--- src/assert_macros.svh ---
// ----------------------------------------------------------------------------
// Assertion macros
// Shared concurrent assertion helpers; compiled out when ASSERT_OFF is set.
// ----------------------------------------------------------------------------
`ifndef ASSERT_MACROS_SVH
`define ASSERT_MACROS_SVH

`ifndef ASSERT_OFF
// Implication checked in the same cycle
`define ASSERT_IMP(lbl, clk, rst_n, ante, cons, msg) \
	lbl: assert property (@(posedge clk) disable iff (!rst_n) (ante) |-> (cons)) \
		else $error(msg);
// Implication checked in the following cycle
`define ASSERT_NEXT(lbl, clk, rst_n, ante, cons, msg) \
	lbl: assert property (@(posedge clk) disable iff (!rst_n) (ante) |=> (cons)) \
		else $error(msg);
`else
`define ASSERT_IMP(lbl, clk, rst_n, ante, cons, msg)
`define ASSERT_NEXT(lbl, clk, rst_n, ante, cons, msg)
`endif

`endif

--- src/lrdf_pkg.sv ---
// ----------------------------------------------------------------------------
// lrdf_pkg
// Types, codes and hash helpers for the log record deframer.
// ----------------------------------------------------------------------------
package lrdf_pkg;

	// FNV-1a 32-bit constants
	localparam logic [31:0] FNV_BASIS = 32'd2166136261;
	localparam logic [31:0] FNV_PRIME = 32'd16777619;

	// Parser phases
	typedef enum logic [2:0] {
		PH_OP   = 3'd0,
		PH_KLEN = 3'd1,
		PH_KEY  = 3'd2,
		PH_VLEN = 3'd3,
		PH_VAL  = 3'd4,
		PH_CSUM = 3'd5
	} phase_t;

	// Result kinds
	localparam logic [1:0] KIND_KEY    = 2'd0;
	localparam logic [1:0] KIND_VALUE  = 2'd1;
	localparam logic [1:0] KIND_REPORT = 2'd2;

	// Record status codes
	localparam logic [1:0] ST_GOOD  = 2'd0;
	localparam logic [1:0] ST_BAD   = 2'd1;
	localparam logic [1:0] ST_TRUNC = 2'd2;

	// One result beat
	typedef struct packed {
		logic [1:0]  kind;
		logic [7:0]  payload;
		logic [7:0]  op;
		logic [31:0] klen;
		logic [31:0] vlen;
		logic [1:0]  status;
		logic        last;
	} result_t;

	// Results produced by one input byte (zero, one or two)
	typedef struct packed {
		logic [1:0] cnt;
		result_t    res0;
		result_t    res1;
	} push_t;

	// One FNV-1a step; the multiply is by a constant
	function automatic logic [31:0] fnv_step(input logic [31:0] h, input logic [7:0] b);
		logic [31:0] x;
		x = h ^ {24'd0, b};
		return x * FNV_PRIME;
	endfunction

	// Place a byte into a little-endian word at byte lane idx
	function automatic logic [31:0] put_le(input logic [31:0] acc, input logic [7:0] b,
		input logic [1:0] idx);
		return acc | ({24'd0, b} << {idx, 3'b000});
	endfunction

endpackage

--- src/lrdf_parser.sv ---
// ----------------------------------------------------------------------------
// lrdf_parser
// Record parser: one byte per accepted beat, FNV-1a hash, result generation.
// ----------------------------------------------------------------------------
module lrdf_parser (
	input  logic                clk,
	input  logic                arst_n,
	input  logic                accept,
	input  logic [7:0]          log_byte,
	input  logic                stream_end,
	output lrdf_pkg::push_t     push
);

	lrdf_pkg::phase_t phase_q, n_phase;
	logic [1:0]  idx_q, n_idx;
	logic [31:0] rem_q, n_rem;
	logic [31:0] hash_q, n_hash;
	logic [31:0] csum_q, n_csum;
	logic [7:0]  op_q, n_op;
	logic [31:0] klen_q, n_klen;
	logic [31:0] vlen_q, n_vlen;

	// Parser state
	always_ff @(posedge clk or negedge arst_n) begin
		if (!arst_n) begin
			phase_q <= lrdf_pkg::PH_OP;
			idx_q   <= 2'd0;
			rem_q   <= 32'd0;
			hash_q  <= lrdf_pkg::FNV_BASIS;
			csum_q  <= 32'd0;
			op_q    <= 8'd0;
			klen_q  <= 32'd0;
			vlen_q  <= 32'd0;
		end else if (accept) begin
			phase_q <= n_phase;
			idx_q   <= n_idx;
			rem_q   <= n_rem;
			hash_q  <= n_hash;
			csum_q  <= n_csum;
			op_q    <= n_op;
			klen_q  <= n_klen;
			vlen_q  <= n_vlen;
		end
	end

	// Next state and results for the byte on the input
	always_comb begin
		lrdf_pkg::result_t first, trunc;
		logic has_first;
		logic has_trunc;

		n_phase = phase_q;
		n_idx   = idx_q;
		n_rem   = rem_q;
		n_hash  = hash_q;
		n_csum  = csum_q;
		n_op    = op_q;
		n_klen  = klen_q;
		n_vlen  = vlen_q;
		has_first = 1'b0;
		first = '0;
		trunc = '0;

		case (phase_q)
			lrdf_pkg::PH_KLEN: begin
				n_klen = lrdf_pkg::put_le(klen_q, log_byte, idx_q);
				if (idx_q == 2'd3) begin
					n_idx = 2'd0;
					n_rem = n_klen;
					n_phase = (n_klen == 32'd0) ? lrdf_pkg::PH_VLEN : lrdf_pkg::PH_KEY;
				end else begin
					n_idx = idx_q + 2'd1;
				end
			end
			lrdf_pkg::PH_KEY: begin
				n_hash = lrdf_pkg::fnv_step(hash_q, log_byte);
				has_first = 1'b1;
				first.kind = lrdf_pkg::KIND_KEY;
				first.payload = log_byte;
				n_rem = rem_q - 32'd1;
				if (rem_q == 32'd1) begin
					n_phase = lrdf_pkg::PH_VLEN;
				end
			end
			lrdf_pkg::PH_VLEN: begin
				n_vlen = lrdf_pkg::put_le(vlen_q, log_byte, idx_q);
				if (idx_q == 2'd3) begin
					n_idx = 2'd0;
					n_rem = n_vlen;
					n_phase = (n_vlen == 32'd0) ? lrdf_pkg::PH_CSUM : lrdf_pkg::PH_VAL;
				end else begin
					n_idx = idx_q + 2'd1;
				end
			end
			lrdf_pkg::PH_VAL: begin
				n_hash = lrdf_pkg::fnv_step(hash_q, log_byte);
				has_first = 1'b1;
				first.kind = lrdf_pkg::KIND_VALUE;
				first.payload = log_byte;
				n_rem = rem_q - 32'd1;
				if (rem_q == 32'd1) begin
					n_phase = lrdf_pkg::PH_CSUM;
				end
			end
			lrdf_pkg::PH_CSUM: begin
				n_csum = lrdf_pkg::put_le(csum_q, log_byte, idx_q);
				if (idx_q == 2'd3) begin
					n_idx = 2'd0;
					has_first = 1'b1;
					first.kind = lrdf_pkg::KIND_REPORT;
					first.op = op_q;
					first.klen = klen_q;
					first.vlen = vlen_q;
					first.status = (n_csum == hash_q) ? lrdf_pkg::ST_GOOD : lrdf_pkg::ST_BAD;
					n_phase = lrdf_pkg::PH_OP;
				end else begin
					n_idx = idx_q + 2'd1;
				end
			end
			default: begin
				// operation byte; unused phase codes land here too
				n_op    = log_byte;
				n_klen  = 32'd0;
				n_vlen  = 32'd0;
				n_csum  = 32'd0;
				n_idx   = 2'd0;
				n_rem   = 32'd0;
				n_hash  = lrdf_pkg::FNV_BASIS;
				n_phase = lrdf_pkg::PH_KLEN;
			end
		endcase

		// Stream ended inside a record: truncation report, back to idle
		has_trunc = stream_end && (n_phase != lrdf_pkg::PH_OP);
		trunc.kind = lrdf_pkg::KIND_REPORT;
		trunc.op = n_op;
		trunc.klen = n_klen;
		trunc.vlen = n_vlen;
		trunc.status = lrdf_pkg::ST_TRUNC;
		trunc.last = 1'b1;
		if (has_trunc) begin
			n_phase = lrdf_pkg::PH_OP;
			n_idx = 2'd0;
			n_rem = 32'd0;
		end

		// Pack results in order; the final one carries last
		first.last = !has_trunc;
		push.cnt = {1'b0, has_first} + {1'b0, has_trunc};
		push.res0 = has_first ? first : trunc;
		push.res1 = trunc;
	end

endmodule

--- src/lrdf_outq.sv ---
// ----------------------------------------------------------------------------
// lrdf_outq
// Three-entry result queue; head is always entry zero.
// ----------------------------------------------------------------------------
module lrdf_outq (
	input  logic                clk,
	input  logic                arst_n,
	input  logic                push_en,
	input  lrdf_pkg::push_t     push,
	input  logic                rec_stall,
	output logic                rec_valid,
	output lrdf_pkg::result_t   head,
	output logic                full
);

	lrdf_pkg::result_t ent_q [3];
	lrdf_pkg::result_t n_ent [3];
	logic [1:0] cnt_q, n_cnt;
	logic [1:0] base;
	logic       pop;

	assign rec_valid = (cnt_q != 2'd0);
	assign head = ent_q[0];
	// room for two more results must remain before a byte is taken
	assign full = cnt_q[1];
	assign pop = rec_valid && !rec_stall;
	assign base = cnt_q - {1'b0, pop};

	// Shift on pop, then write new results behind the survivors
	always_comb begin
		n_ent[0] = pop ? ent_q[1] : ent_q[0];
		n_ent[1] = pop ? ent_q[2] : ent_q[1];
		n_ent[2] = ent_q[2];
		for (int i = 0; i < 3; i++) begin
			if (push_en && push.cnt != 2'd0 && base == i[1:0]) begin
				n_ent[i] = push.res0;
			end
			if (push_en && push.cnt == 2'd2 && (base + 2'd1) == i[1:0]) begin
				n_ent[i] = push.res1;
			end
		end
		n_cnt = base + (push_en ? push.cnt : 2'd0);
	end

	// Occupancy
	always_ff @(posedge clk or negedge arst_n) begin
		if (!arst_n) begin
			cnt_q <= 2'd0;
		end else begin
			cnt_q <= n_cnt;
		end
	end

	// Entry payload
	always_ff @(posedge clk) begin
		for (int i = 0; i < 3; i++) begin
			ent_q[i] <= n_ent[i];
		end
	end

endmodule

--- src/log_record_deframer_fnv_check.sv ---
// ----------------------------------------------------------------------------
// log_record_deframer_fnv_check
// Length-prefixed log record parser with FNV-1a 32-bit checksum check.
//
//   channel  | handshake             | beat contents
//   ---------+-----------------------+---------------------------------------
//   log      | log_valid / log_stall | log_byte, stream_end
//   rec      | rec_valid / rec_stall | item_kind, payload_byte, operation_code,
//            |                       | key_length, value_length,
//            |                       | record_status, last_of_run
//
// One log byte per cycle while log_stall is low; each byte gives zero, one or two result beats.
// Results are written into a three-entry queue when the byte is taken and show on
// rec from its head; log_stall is high while two or more results wait.
// Hash update and checksum compare are done in the cycle the byte is taken.
// arst_n clears the parser to waiting for an operation byte and empties the queue.
// ----------------------------------------------------------------------------
`include "assert_macros.svh"

module log_record_deframer_fnv_check (
	input  logic        clk,
	input  logic        arst_n,
	input  logic        log_valid,
	output logic        log_stall,
	input  logic [7:0]  log_byte,
	input  logic        stream_end,
	output logic        rec_valid,
	input  logic        rec_stall,
	output logic [1:0]  item_kind,
	output logic [7:0]  payload_byte,
	output logic [7:0]  operation_code,
	output logic [31:0] key_length,
	output logic [31:0] value_length,
	output logic [1:0]  record_status,
	output logic        last_of_run
);

	lrdf_pkg::push_t   push;
	lrdf_pkg::result_t head;
	logic              accept;
	logic              full;

	assign accept = log_valid && !log_stall;
	assign log_stall = full;

	// Parser
	lrdf_parser u_parser (
		.clk        (clk),
		.arst_n     (arst_n),
		.accept     (accept),
		.log_byte   (log_byte),
		.stream_end (stream_end),
		.push       (push)
	);

	// Result queue
	lrdf_outq u_outq (
		.clk       (clk),
		.arst_n    (arst_n),
		.push_en   (accept),
		.push      (push),
		.rec_stall (rec_stall),
		.rec_valid (rec_valid),
		.head      (head),
		.full      (full)
	);

	assign item_kind      = head.kind;
	assign payload_byte   = head.payload;
	assign operation_code = head.op;
	assign key_length     = head.klen;
	assign value_length   = head.vlen;
	assign record_status  = head.status;
	assign last_of_run    = head.last;

	// Checks
	`ASSERT_IMP(a_report_no_payload, clk, arst_n, rec_valid && item_kind == lrdf_pkg::KIND_REPORT, payload_byte == 8'd0, "report beat with nonzero payload")
	`ASSERT_IMP(a_data_no_header, clk, arst_n, rec_valid && item_kind != lrdf_pkg::KIND_REPORT, operation_code == 8'd0 && key_length == 32'd0 && value_length == 32'd0 && record_status == lrdf_pkg::ST_GOOD, "data beat with header fields set")
	`ASSERT_NEXT(a_trunc_follows, clk, arst_n, rec_valid && !rec_stall && item_kind != lrdf_pkg::KIND_REPORT && !last_of_run, rec_valid && item_kind == lrdf_pkg::KIND_REPORT && record_status == lrdf_pkg::ST_TRUNC, "data beat without last not followed by truncation report")

endmodule

--- config.mk ---
export PLATFORM = sky130hd
export DESIGN_NAME = log_record_deframer_fnv_check
export DESIGN_NICKNAME = d
export VERILOG_FILES = /design/src/lrdf_pkg.sv /design/src/lrdf_parser.sv /design/src/lrdf_outq.sv /design/src/log_record_deframer_fnv_check.sv
export VERILOG_INCLUDE_DIRS = /design/src /design/src/src
export SDC_FILE = /design/constraint.sdc
export NUM_CORES = 1
export LEC_CHECK = 0
export BUFFER_PORTS_ARGS = -buffer_cell sky130_fd_sc_hd__buf_2
export CORE_UTILIZATION = 55
export DETAILED_ROUTE_END_ITERATION = 16
export PLACE_DENSITY = 0.72
export SLEW_MARGIN = 30
export SYNTH_ARGS = -nofsm -noshare
export SYNTH_HDL_FRONTEND = slang
export SYNTH_SLANG_ARGS = --single-unit
--- constraint.sdc ---
create_clock -name clk -period 9.92 [get_ports clk]
set_clock_uncertainty 0.2 [all_clocks]
set_input_delay 1.488 -clock clk [delete_from_list [all_inputs] [get_ports clk]]
set_output_delay 1.488 -clock clk [all_outputs]
set_load 0.02 [all_outputs]
Yosys cells after proc, flatten, opt, wreduce, memory -nomap -nowiden
Memory sizes are Yosys's and may differ from the RTL's.
Index checks and enable logic that the tools add are counted.

word-level totals
  flip-flop bits (word level) = 175
  memory bits (writable) = 255
  input port bits = 13
  memories = 1

cells by class
  $add $sub $neg = 6
  $mul = 1
  equal/unequal tests = 17
  shift-type cells = 1
  multiplexer cells = 39
  bitwise logic cells = 6
  reductions and logical operators = 31

memories
  name          words  width  rd ports  clocked after memory_dff  wr ports  line             RTL
  u_outq.ent_q  3      85     3         0                         3         lrdf_outq.sv:16  lrdf_pkg::result_t ent_q [3];

operator list
  cell                    count
  $mux 85                 9
  $pmux 32 s2             4
  $mux 74                 2
  $pmux 32 s4             1
  $mux 32                 3
  $or 32x32->32           3
  $logic_not 32->1        2
  $eq 32x1->1 const B     1
  $eq 32x32->1            1
  $mul 32x25->32 const B  1
  $shl 8x5->32            1
  $sub 32x1->32 const B   1
  $xor 32x8->32           1
  $mux 3                  6
  $mux 8                  2
  $pmux 3 s5              1
  $reduce_or 4->1         3
  $logic_and 1x1->1       11
  $eq 2x2->1 const B      4
  $mux 2                  4
  $pmux 2 s2              2
  $eq 3x2->1 const B      2
  $eq 3x3->1 const B      2
  $ne 3x1->1 const B      2
  19 further kinds        32

Depth between registers and ports, before layout
Gate-level depths: netlist (run 1).

  word-level depth = 14
  depth in mapped cells = 21
  mapped depth without buffers = 21

Hierarchy
A second synthesis (run 1) with hierarchy kept.

second synthesis, totals
  cell total of the unflattened synthesis = 2939
  area, all modules = 29186.7 um2

by module, submodules not included
  module                         times used  cells each  area an instance (um2)
  lrdf_parser                    1           1799        16054.1
  lrdf_outq                      1           1139        13118.8
  log_record_deframer_fnv_check  1           1           13.8

Least setup slack after synthesis (run 1)
OpenSTA, ideal clock, no wires.

  path type = input to register
  start point = input port log_byte[6]
  end point = register u_parser.hash_q[28]
  library setup time = 0.133 ns
  data arrival time = 6.518 ns
  required time = 9.587 ns
  setup slack = 3.069 ns
  stages = 21
  cells stage by stage = clkbuf_1 clkbuf_1 xor2_1 ha_1 ha_1 fa_1 ha_1 fa_1 ha_1 inv_1 fa_1 inv_1 ha_1 o21ai_0 o21ai_0 a21o_1 a211o_1 o21ba_2 a211oi_1 xor2_1 o21ai_0

on the way
  longest elaborated chain between the ends = 3

RTL lines
  what                  line                                 RTL
  from (decl)           log_record_deframer_fnv_check.sv:25  input logic [7:0] log_byte,
  $xor 32x8->32         lrdf_pkg.sv:52                       x = h ^ {24'd0, b};
  $mul 32x25->32        lrdf_pkg.sv:53                       return x * FNV_PRIME;
  $pmux 32 s2           lrdf_parser.sv:64                    case (phase_q)
  to (signal assigned)  lrdf_parser.sv:29                    hash_q <= lrdf_pkg::FNV_BASIS;
  to (signal assigned)  lrdf_parser.sv:38                    hash_q <= n_hash;
  to (decl)             lrdf_parser.sv:17                    logic [31:0] hash_q, n_hash;

No other way between the ends.
A chain may end at the register's enable or synchronous reset.

Final worst setup path (run 1)
Same ends and word-level chain as after synthesis.

==> reports/metrics.cfg, run 1 <==
[timing]
setup_slack_ns=3.17
period_share=0.680
worst-slew-pin-transition_ns=1.01
hold_viol_final=0
drv_slew=0
fin_crit_ns=6.75
tns_ns=0
max_freq_mhz=148
rsz0062_at_grt=false
setup_viol=0
relSlewSlack=0.323

[placement]
io_buffers=99
gp_congestion=0.966
post-dp-hpwl_um=49900
place_ws_ns=2.65

[final_layout]
fill_cells=3836
drive_above_1_share=0.0978
nNetsFinal=2900
syn_to_final_growth_pct=8.00
final_common_cell=o21ai_0
mostFrequentLayoutCells=o21ai_0 (421), nand2_1 (320), nor2_1 (255), edfxtp_1 (216), ha_1 (193)

[grt]
antenna_found_initial=2
grt_pass1_wl_um=111000
grt_max_degree=104
track_usage=0.305
grt_overflow=0
grt_pass1_vias=19325

[floorplanning]
fp.dieW_um=218
dieHeight_um=218
num_io_pins=100
core_area_um2=45600
rows=78
floorplan.initialDensity=0.561
dieArea_um2=47300

[worst_setup_path]
path_class=in2reg
crit_chain=buf_2 -> xor2_1 -> ha_1 -> ha_1 -> fa_1 -> ha_1 -> fa_1 -> ha_1 -> inv_1 -> fa_1 -> inv_1 -> ha_1 -> a211oi_1 -> o21ai_0 -> a21o_1 -> a211o_1 -> o21ba_2 -> a211oi_1 -> xor2_1 -> o21ai_0
critical_path_required_ns=10.16
critPathSlowestCell=xor2_1
slowest_delay_ns=0.52
crit_top_cell=ha_1
critical_path.max_fanout=20
worstSetupStartpointType=primary input
end_kind=flip-flop
critical_path_arrival_ns=6.99

[cts]
numCtsBuffers=47
ctsLongestPathBuffers=3
tritoncts=yes
root_buffer=clkbuf_16
htreeDepth=2
hold_buffers=0
clk_latency_ns=0.59
cts_setup_buffers=0
cts-resized-gates=0
clkSinkCount=430
clk_pin_slew_worst_paths_ns=0.06

[drt]
wl_per_cell_um=21.8
drc=0
avgViaCountPerCell=6.00
dr.first_iter.drc_count=1759
firstDrtPassIters=7
routed_wl_um=71100
ant_nets=0
vias=19554

[run_status]
status=finished, final reports clean

[yosys]
avgSynthCellArea_um2=9.57
synth_xor_area_frac=0.0291
muxShareOfSynthArea=0.0137
synth_compound_area_frac=0.153
synth_edf_count=216
synth_top_family_by_area=compound AO/OA/AOI/OAI gates
syn_inst=2671
synth_warnings=0
ys_seq_area_frac=0.456
ys_seq_elements=430
synth_cell_type_count=63
netlist_top_cells_area=edfxtp_1 (25%), dfrtp_1 (16%), ha_1 (9.4%)
synth_nets=2951
synth_fa_ha_area_frac=0.152
yosys.area_share.simple=0.123
synth_top_cell_by_area=edfxtp_1
async_flop_share=0.407
synth_flop_cell=edfxtp_1
netlist_area_um2=25600
yosysTopAreaCellShare=0.254

[power_and_ir_drop]
irDropWorstVdd_mv=0.248
power_density_nw_per_um2=251
leakagePower_uw=0.0120

[flow_run]
maxCapViolations=0

[min_path]
hold_path_class=reg2reg

-- power breakdown --
group	switching [uW]	internal (uW)	total [uW]
sequential	165	2280	2450
combinational	1790	859	2650
clock	744	1080	1820
total	2700	4220	6930
-- logic make-up after synthesis --
group / after synthesis
simple gates: 736
compound gates: 706
xor+xnor: 85
mux: 34
flops: 430
buf+inv: 413
fa+ha+maj: 267
-- synthesized netlist by cell type, drive strengths merged, types with 61 or more instances --
master / count
xor2: 61
nand2: 324
ha: 193
o21ai: 424
buf: 94
fa: 74
nor2: 266
clkbuf: 133
a21oi: 146
edfxtp: 216
inv: 186
dfrtp: 161
-- layout make-up --
| class | instances | area, um2 | area share |
|---|---|---|---|
| repair buffers | 127 | 719 | 0.0261 |
| multi-input cells | 1828 | 12100 | 0.440 |
| well taps | 600 | 751 | 0.0272 |
| diodes | 2 | 5.00 | 0.000181 |
| clock inverters | 22 | 240 | 0.00870 |
| clock buffers | 66 | 1380 | 0.0500 |
| inverters | 186 | 698 | 0.0253 |
| flip-flops and latches | 430 | 11700 | 0.423 |
-- critical path, delay by kind of cell --
family / cells / cell delay, ns
buf+inv: 3 / 0.53
compound gates: 7 / 1.52
fa+ha+maj: 8 / 2.76
xor+xnor: 2 / 0.68
-- worst paths after layout --
check                                      from              endpoint  slack (ns)  cells after the start
min in group asynchronous                arst_n    u_parser.vlen_q[0]        0.76                      1
max in group asynchronous                arst_n   u_parser.hash_q[16]        7.57                      2
setup reg to reg             u_parser.hash_q[6]   u_parser.hash_q[28]        3.98                     19
hold reg to reg            u_outq.ent_q[0][245]  u_outq.ent_q[0][245]        0.27                      1
hold / removal             u_outq.ent_q[0][245]  u_outq.ent_q[0][245]        0.27                      1
setup / recovery                    log_byte[6]   u_parser.hash_q[28]        3.17                     20
-- through the flow --
| step | cell area (um2) | std cells | util | hold WS, ns | power, uW |
|---|---|---|---|---|---|
| 3_3_place_gp | 26000 | 3171 | 0.569 | 0.249 | 5040 |
| 2_1_floorplan | 25600 | 2671 | - | 0.242 | 4460 |
| 4_1_cts | 27600 | 3259 | 0.605 | 0.273 | 6940 |
| 5_1_grt | 27600 | 3261 | 0.606 | 0.287 | 7320 |
| 6_report | 27600 | 3261 | 0.606 | 0.266 | 6930 |
| 3_5_place_dp | 26000 | 3171 | 0.570 | 0.259 | 5100 |
-- per-layer routing --
metal  GRT usage  up-vias  wire length [um]
met5           0        -                 0
met4      0.0979        0              1970
met3      0.0431      124              4680
met2       0.507      728             34700
met1       0.412     9652             29800
li1            -     9050                 -
-- state kept, by name (all words and copies together) (netlist names) --
name and flops:
u_outq.ent_q 255, u_parser.csum_q 32, u_parser.hash_q 32, u_parser.klen_q 32, u_parser.rem_q 32, u_parser.vlen_q 32, u_parser.op_q 8, u_parser.phase_q 3
u_outq.cnt_q 2, u_parser.idx_q 2
Power figures use the tool's default switching activity.
==> inputs of run 2 (changes only) <==
- ABC_AREA: default -> 1
- PLACE_DENSITY: 0.72 -> 0.75
- clock period: 9.92 -> 5.97 ns (I/O delays scaled with it)
==> run 2 against run 1 <==
Compared with the run above:
- routed wire length up 28%
- worst setup slack worse by 2.7 ns
- flip-flop and latch count unchanged
- core utilization down 0.30 points
- via count up 32%
- highest routed layer is now met5
==> reports/metrics.cfg, run 2 <==
[grt]
grt_pass1_wl_um=140000  ; +26%
antenna_found_initial=4  ; +2
grt_max_degree=97  ; -6.7%
grt_overflow=0  ; unchanged
track_usage=0.339  ; +0.0340
grt_pass1_vias=23916  ; +24%

[cts]
root_buffer=clkbuf_16
numCtsBuffers=47  ; unchanged
hold_buffers=0  ; unchanged
clk_pin_slew_worst_paths_ns=0.06  ; about the same
cts_setup_buffers=0  ; unchanged
tritoncts=yes
clkSinkCount=430  ; unchanged
cts-resized-gates=0  ; unchanged
clk_latency_ns=0.59  ; about the same
ctsLongestPathBuffers=3  ; unchanged
htreeDepth=2  ; unchanged

[yosys]
ys_seq_area_frac=0.401  ; -0.0557
netlist_top_cells_area=edfxtp_1 (22%), dfrtp_1 (14%), nand2_1 (9.5%)
synth_fa_ha_area_frac=0.134  ; -0.0186
synth_top_family_by_area=simple AND/OR/NAND/NOR gates
synth_edf_count=216  ; unchanged
avgSynthCellArea_um2=8.09  ; -15%
syn_inst=3598  ; +35%
synth_xor_area_frac=0.00752  ; -0.0216
synth_warnings=0  ; unchanged
muxShareOfSynthArea=0  ; -0.0137
synth_compound_area_frac=0.166  ; +0.0135
netlist_area_um2=29100  ; +14%
async_flop_share=0.407  ; unchanged
synth_nets=3878  ; +31%
synth_cell_type_count=50  ; -21%
yosysTopAreaCellShare=0.223  ; -0.0310
synth_commonest_cells=nand2_1 (740), inv_1 (488), o21ai_0 (441), nor2_1 (261), edfxtp_1 (216)
yosys.area_share.simple=0.181  ; +0.0587
synth_top_cell_by_area=edfxtp_1
synth_flop_cell=edfxtp_1
ys_seq_elements=430  ; unchanged
synth_most_common_cell=nand2_1

[timing]
drv_slew=0  ; unchanged
period_share=0.921
tns_ns=0  ; unchanged
fin_crit_ns=5.50
relSlewSlack=0.383  ; +0.0595
rsz0062_at_grt=false
setup_viol=0  ; unchanged
hold_viol_final=0  ; unchanged
max_freq_mhz=182
worst-slew-pin-transition_ns=0.925  ; -0.0865 ns

[drt]
drc=0  ; unchanged
routed_wl_um=90700  ; +28%
dr.first_iter.drc_count=3257  ; +85%
avgViaCountPerCell=6.02  ; +0.41%
vias=25716  ; +32%
firstDrtPassIters=9  ; +2
ant_nets=0  ; unchanged
wl_per_cell_um=21.2  ; -2.6%

[worst_setup_path]
critical_path_arrival_ns=5.77  ; -1.22 ns
slowest_delay_ns=0.66  ; +0.14 ns
critPathSlowestCell=dfstp_2
path_class=reg2reg
crit_chain=ha_1 -> ha_1 -> inv_1 -> fa_1 -> inv_1 -> ha_1 -> ha_1 -> inv_1 -> fa_1 -> fa_1 -> inv_1 -> ha_1 -> nand2_1 -> nor2_1 -> inv_1 -> nor2_1 -> and3_1 -> nand2_1 -> nand2_1 -> nand2_1 -> nand3_1 -> nand2_1
worstSetupStartpointType=flip-flop
end_kind=flip-flop
critical_path.max_fanout=8  ; -60%
critical_path_required_ns=6.24  ; -3.92 ns

[final_layout]
seq_area_um2=11700  ; unchanged
regMostFlops=u_outq.ent_q
mostFrequentLayoutCells=nand2_1 (738), inv_1 (485), o21ai_0 (441), nor2_1 (256), edfxtp_1 (216)
fill_cells=4653  ; +21%
multiInputGateArea_um2=14300  ; +18%
syn_to_final_growth_pct=7.27
final_common_cell=nand2_1
final_cells=4271  ; +31%
largest_reg_flops=255  ; unchanged
drive_above_1_share=0.0794  ; -0.0183
nNetsFinal=3830  ; +32%

[floorplanning]
dieHeight_um=232  ; +6.7%
num_io_pins=100  ; unchanged
fp.dieW_um=232  ; +6.7%
core_area_um2=51800  ; +14%
dieArea_um2=53800  ; +14%
floorplan.initialDensity=0.562  ; +0.000928
rows=83  ; +6.4%

[placement]
gp_congestion=1.05  ; +8.9%
io_buffers=99  ; unchanged
dp_cells=4181  ; +32%
post-dp-hpwl_um=66700  ; +34%

[min_path]
hold_path_class=in2async

[run_status]
status=finished, final reports clean

[flow_run]
maxCapViolations=0  ; unchanged

==> run 2: cell count changes after synthesis, moves of 33 or more <==
cell      before  now
nand3_1       20  197
o211ai_1       5   57
xor2_1        61   17
a21oi_1      145   91
inv_1        185  488
a22oi_1        3   36
o22ai_1       12  141
buf_2          1   41
nand2_1      323  740
==> run 2: worst max-delay path, delay by kind of cell (launching register included) <==
family | cells | cell delay, ns
buffers and inverters | 5 | 0.29
AND/OR/NAND/NOR | 9 | 1.03
flip-flops | 1 | 0.66
adder cells (fa/ha/maj) | 8 | 3.19
==> run 2: layout make-up <==
class | count | area share
Sequential cell | 430 | 0.374
Antenna cell | 3 | 0.000240
Inverter | 500 | 0.0602
Clock inverter | 22 | 0.00753
Tap cell | 680 | 0.0273
Clock buffer | 65 | 0.0428
Multi-Input combinational cell | 2416 | 0.457
Timing Repair Buffer | 155 | 0.0311
==> run 2: final timing paths <==
kind,startpoint,to,cells after the start,slack [ns]
max,u_parser.hash_q[18],u_parser.hash_q[30],22,0.47
min,arst_n,u_parser.hash_q[25],1,0.19
max reg2reg,u_parser.hash_q[18],u_parser.hash_q[30],22,0.47
min reg2reg,u_outq.ent_q[0][1],u_outq.ent_q[0][1],2,0.25
max in group asynchronous,arst_n,u_parser.vlen_q[1],2,4.28
min in group clk,u_outq.ent_q[0][1],u_outq.ent_q[0][1],2,0.25
==> run 2: layer usage <==
| layer | wire length [um] | share of wire | GRT usage | vias to the layer above |
|---|---|---|---|---|
| met5 | 13 | 0.00014 | 0 | - |
| met4 | 4280 | 0.047 | 0.156 | 2 |
| met3 | 8570 | 0.094 | 0.0485 | 232 |
| met2 | 40900 | 0.45 | 0.524 | 1352 |
| met1 | 37000 | 0.41 | 0.471 | 12208 |
| li1 | - | - | - | 11922 |
==> run 2: kinds of logic (layout without fill, tap and decap cells) <==
kind of cell | count (synthesis) | after routing
xor gates and xnor gates | 25 | 25
DFF | 430 | 430
AOI/OAI and AO/OA | 847 | 847
and+or+nand+nor | 1277 | 1277
other | 0 | 3
adders and majority gates | 267 | 267
buffers and inverters | 752 | 742
==> run 2: metrics by stage <==
step	setup WS, ns	area (um2)	hold slack, ns	utilization
floorplan	0.449	29100	0.227	-
global placement	0.221	29600	0.237	0.572
detailed placement	0.107	29600	0.240	0.572
CTS	0.541	31200	0.206	0.602
global route	0.152	31200	0.250	0.602
finish	0.474	31200	0.186	0.603
Power of run 2 is left out: the tool's default activity adds up to more than one toggle a clock period on the data nets, which glitch-free logic cannot reach.
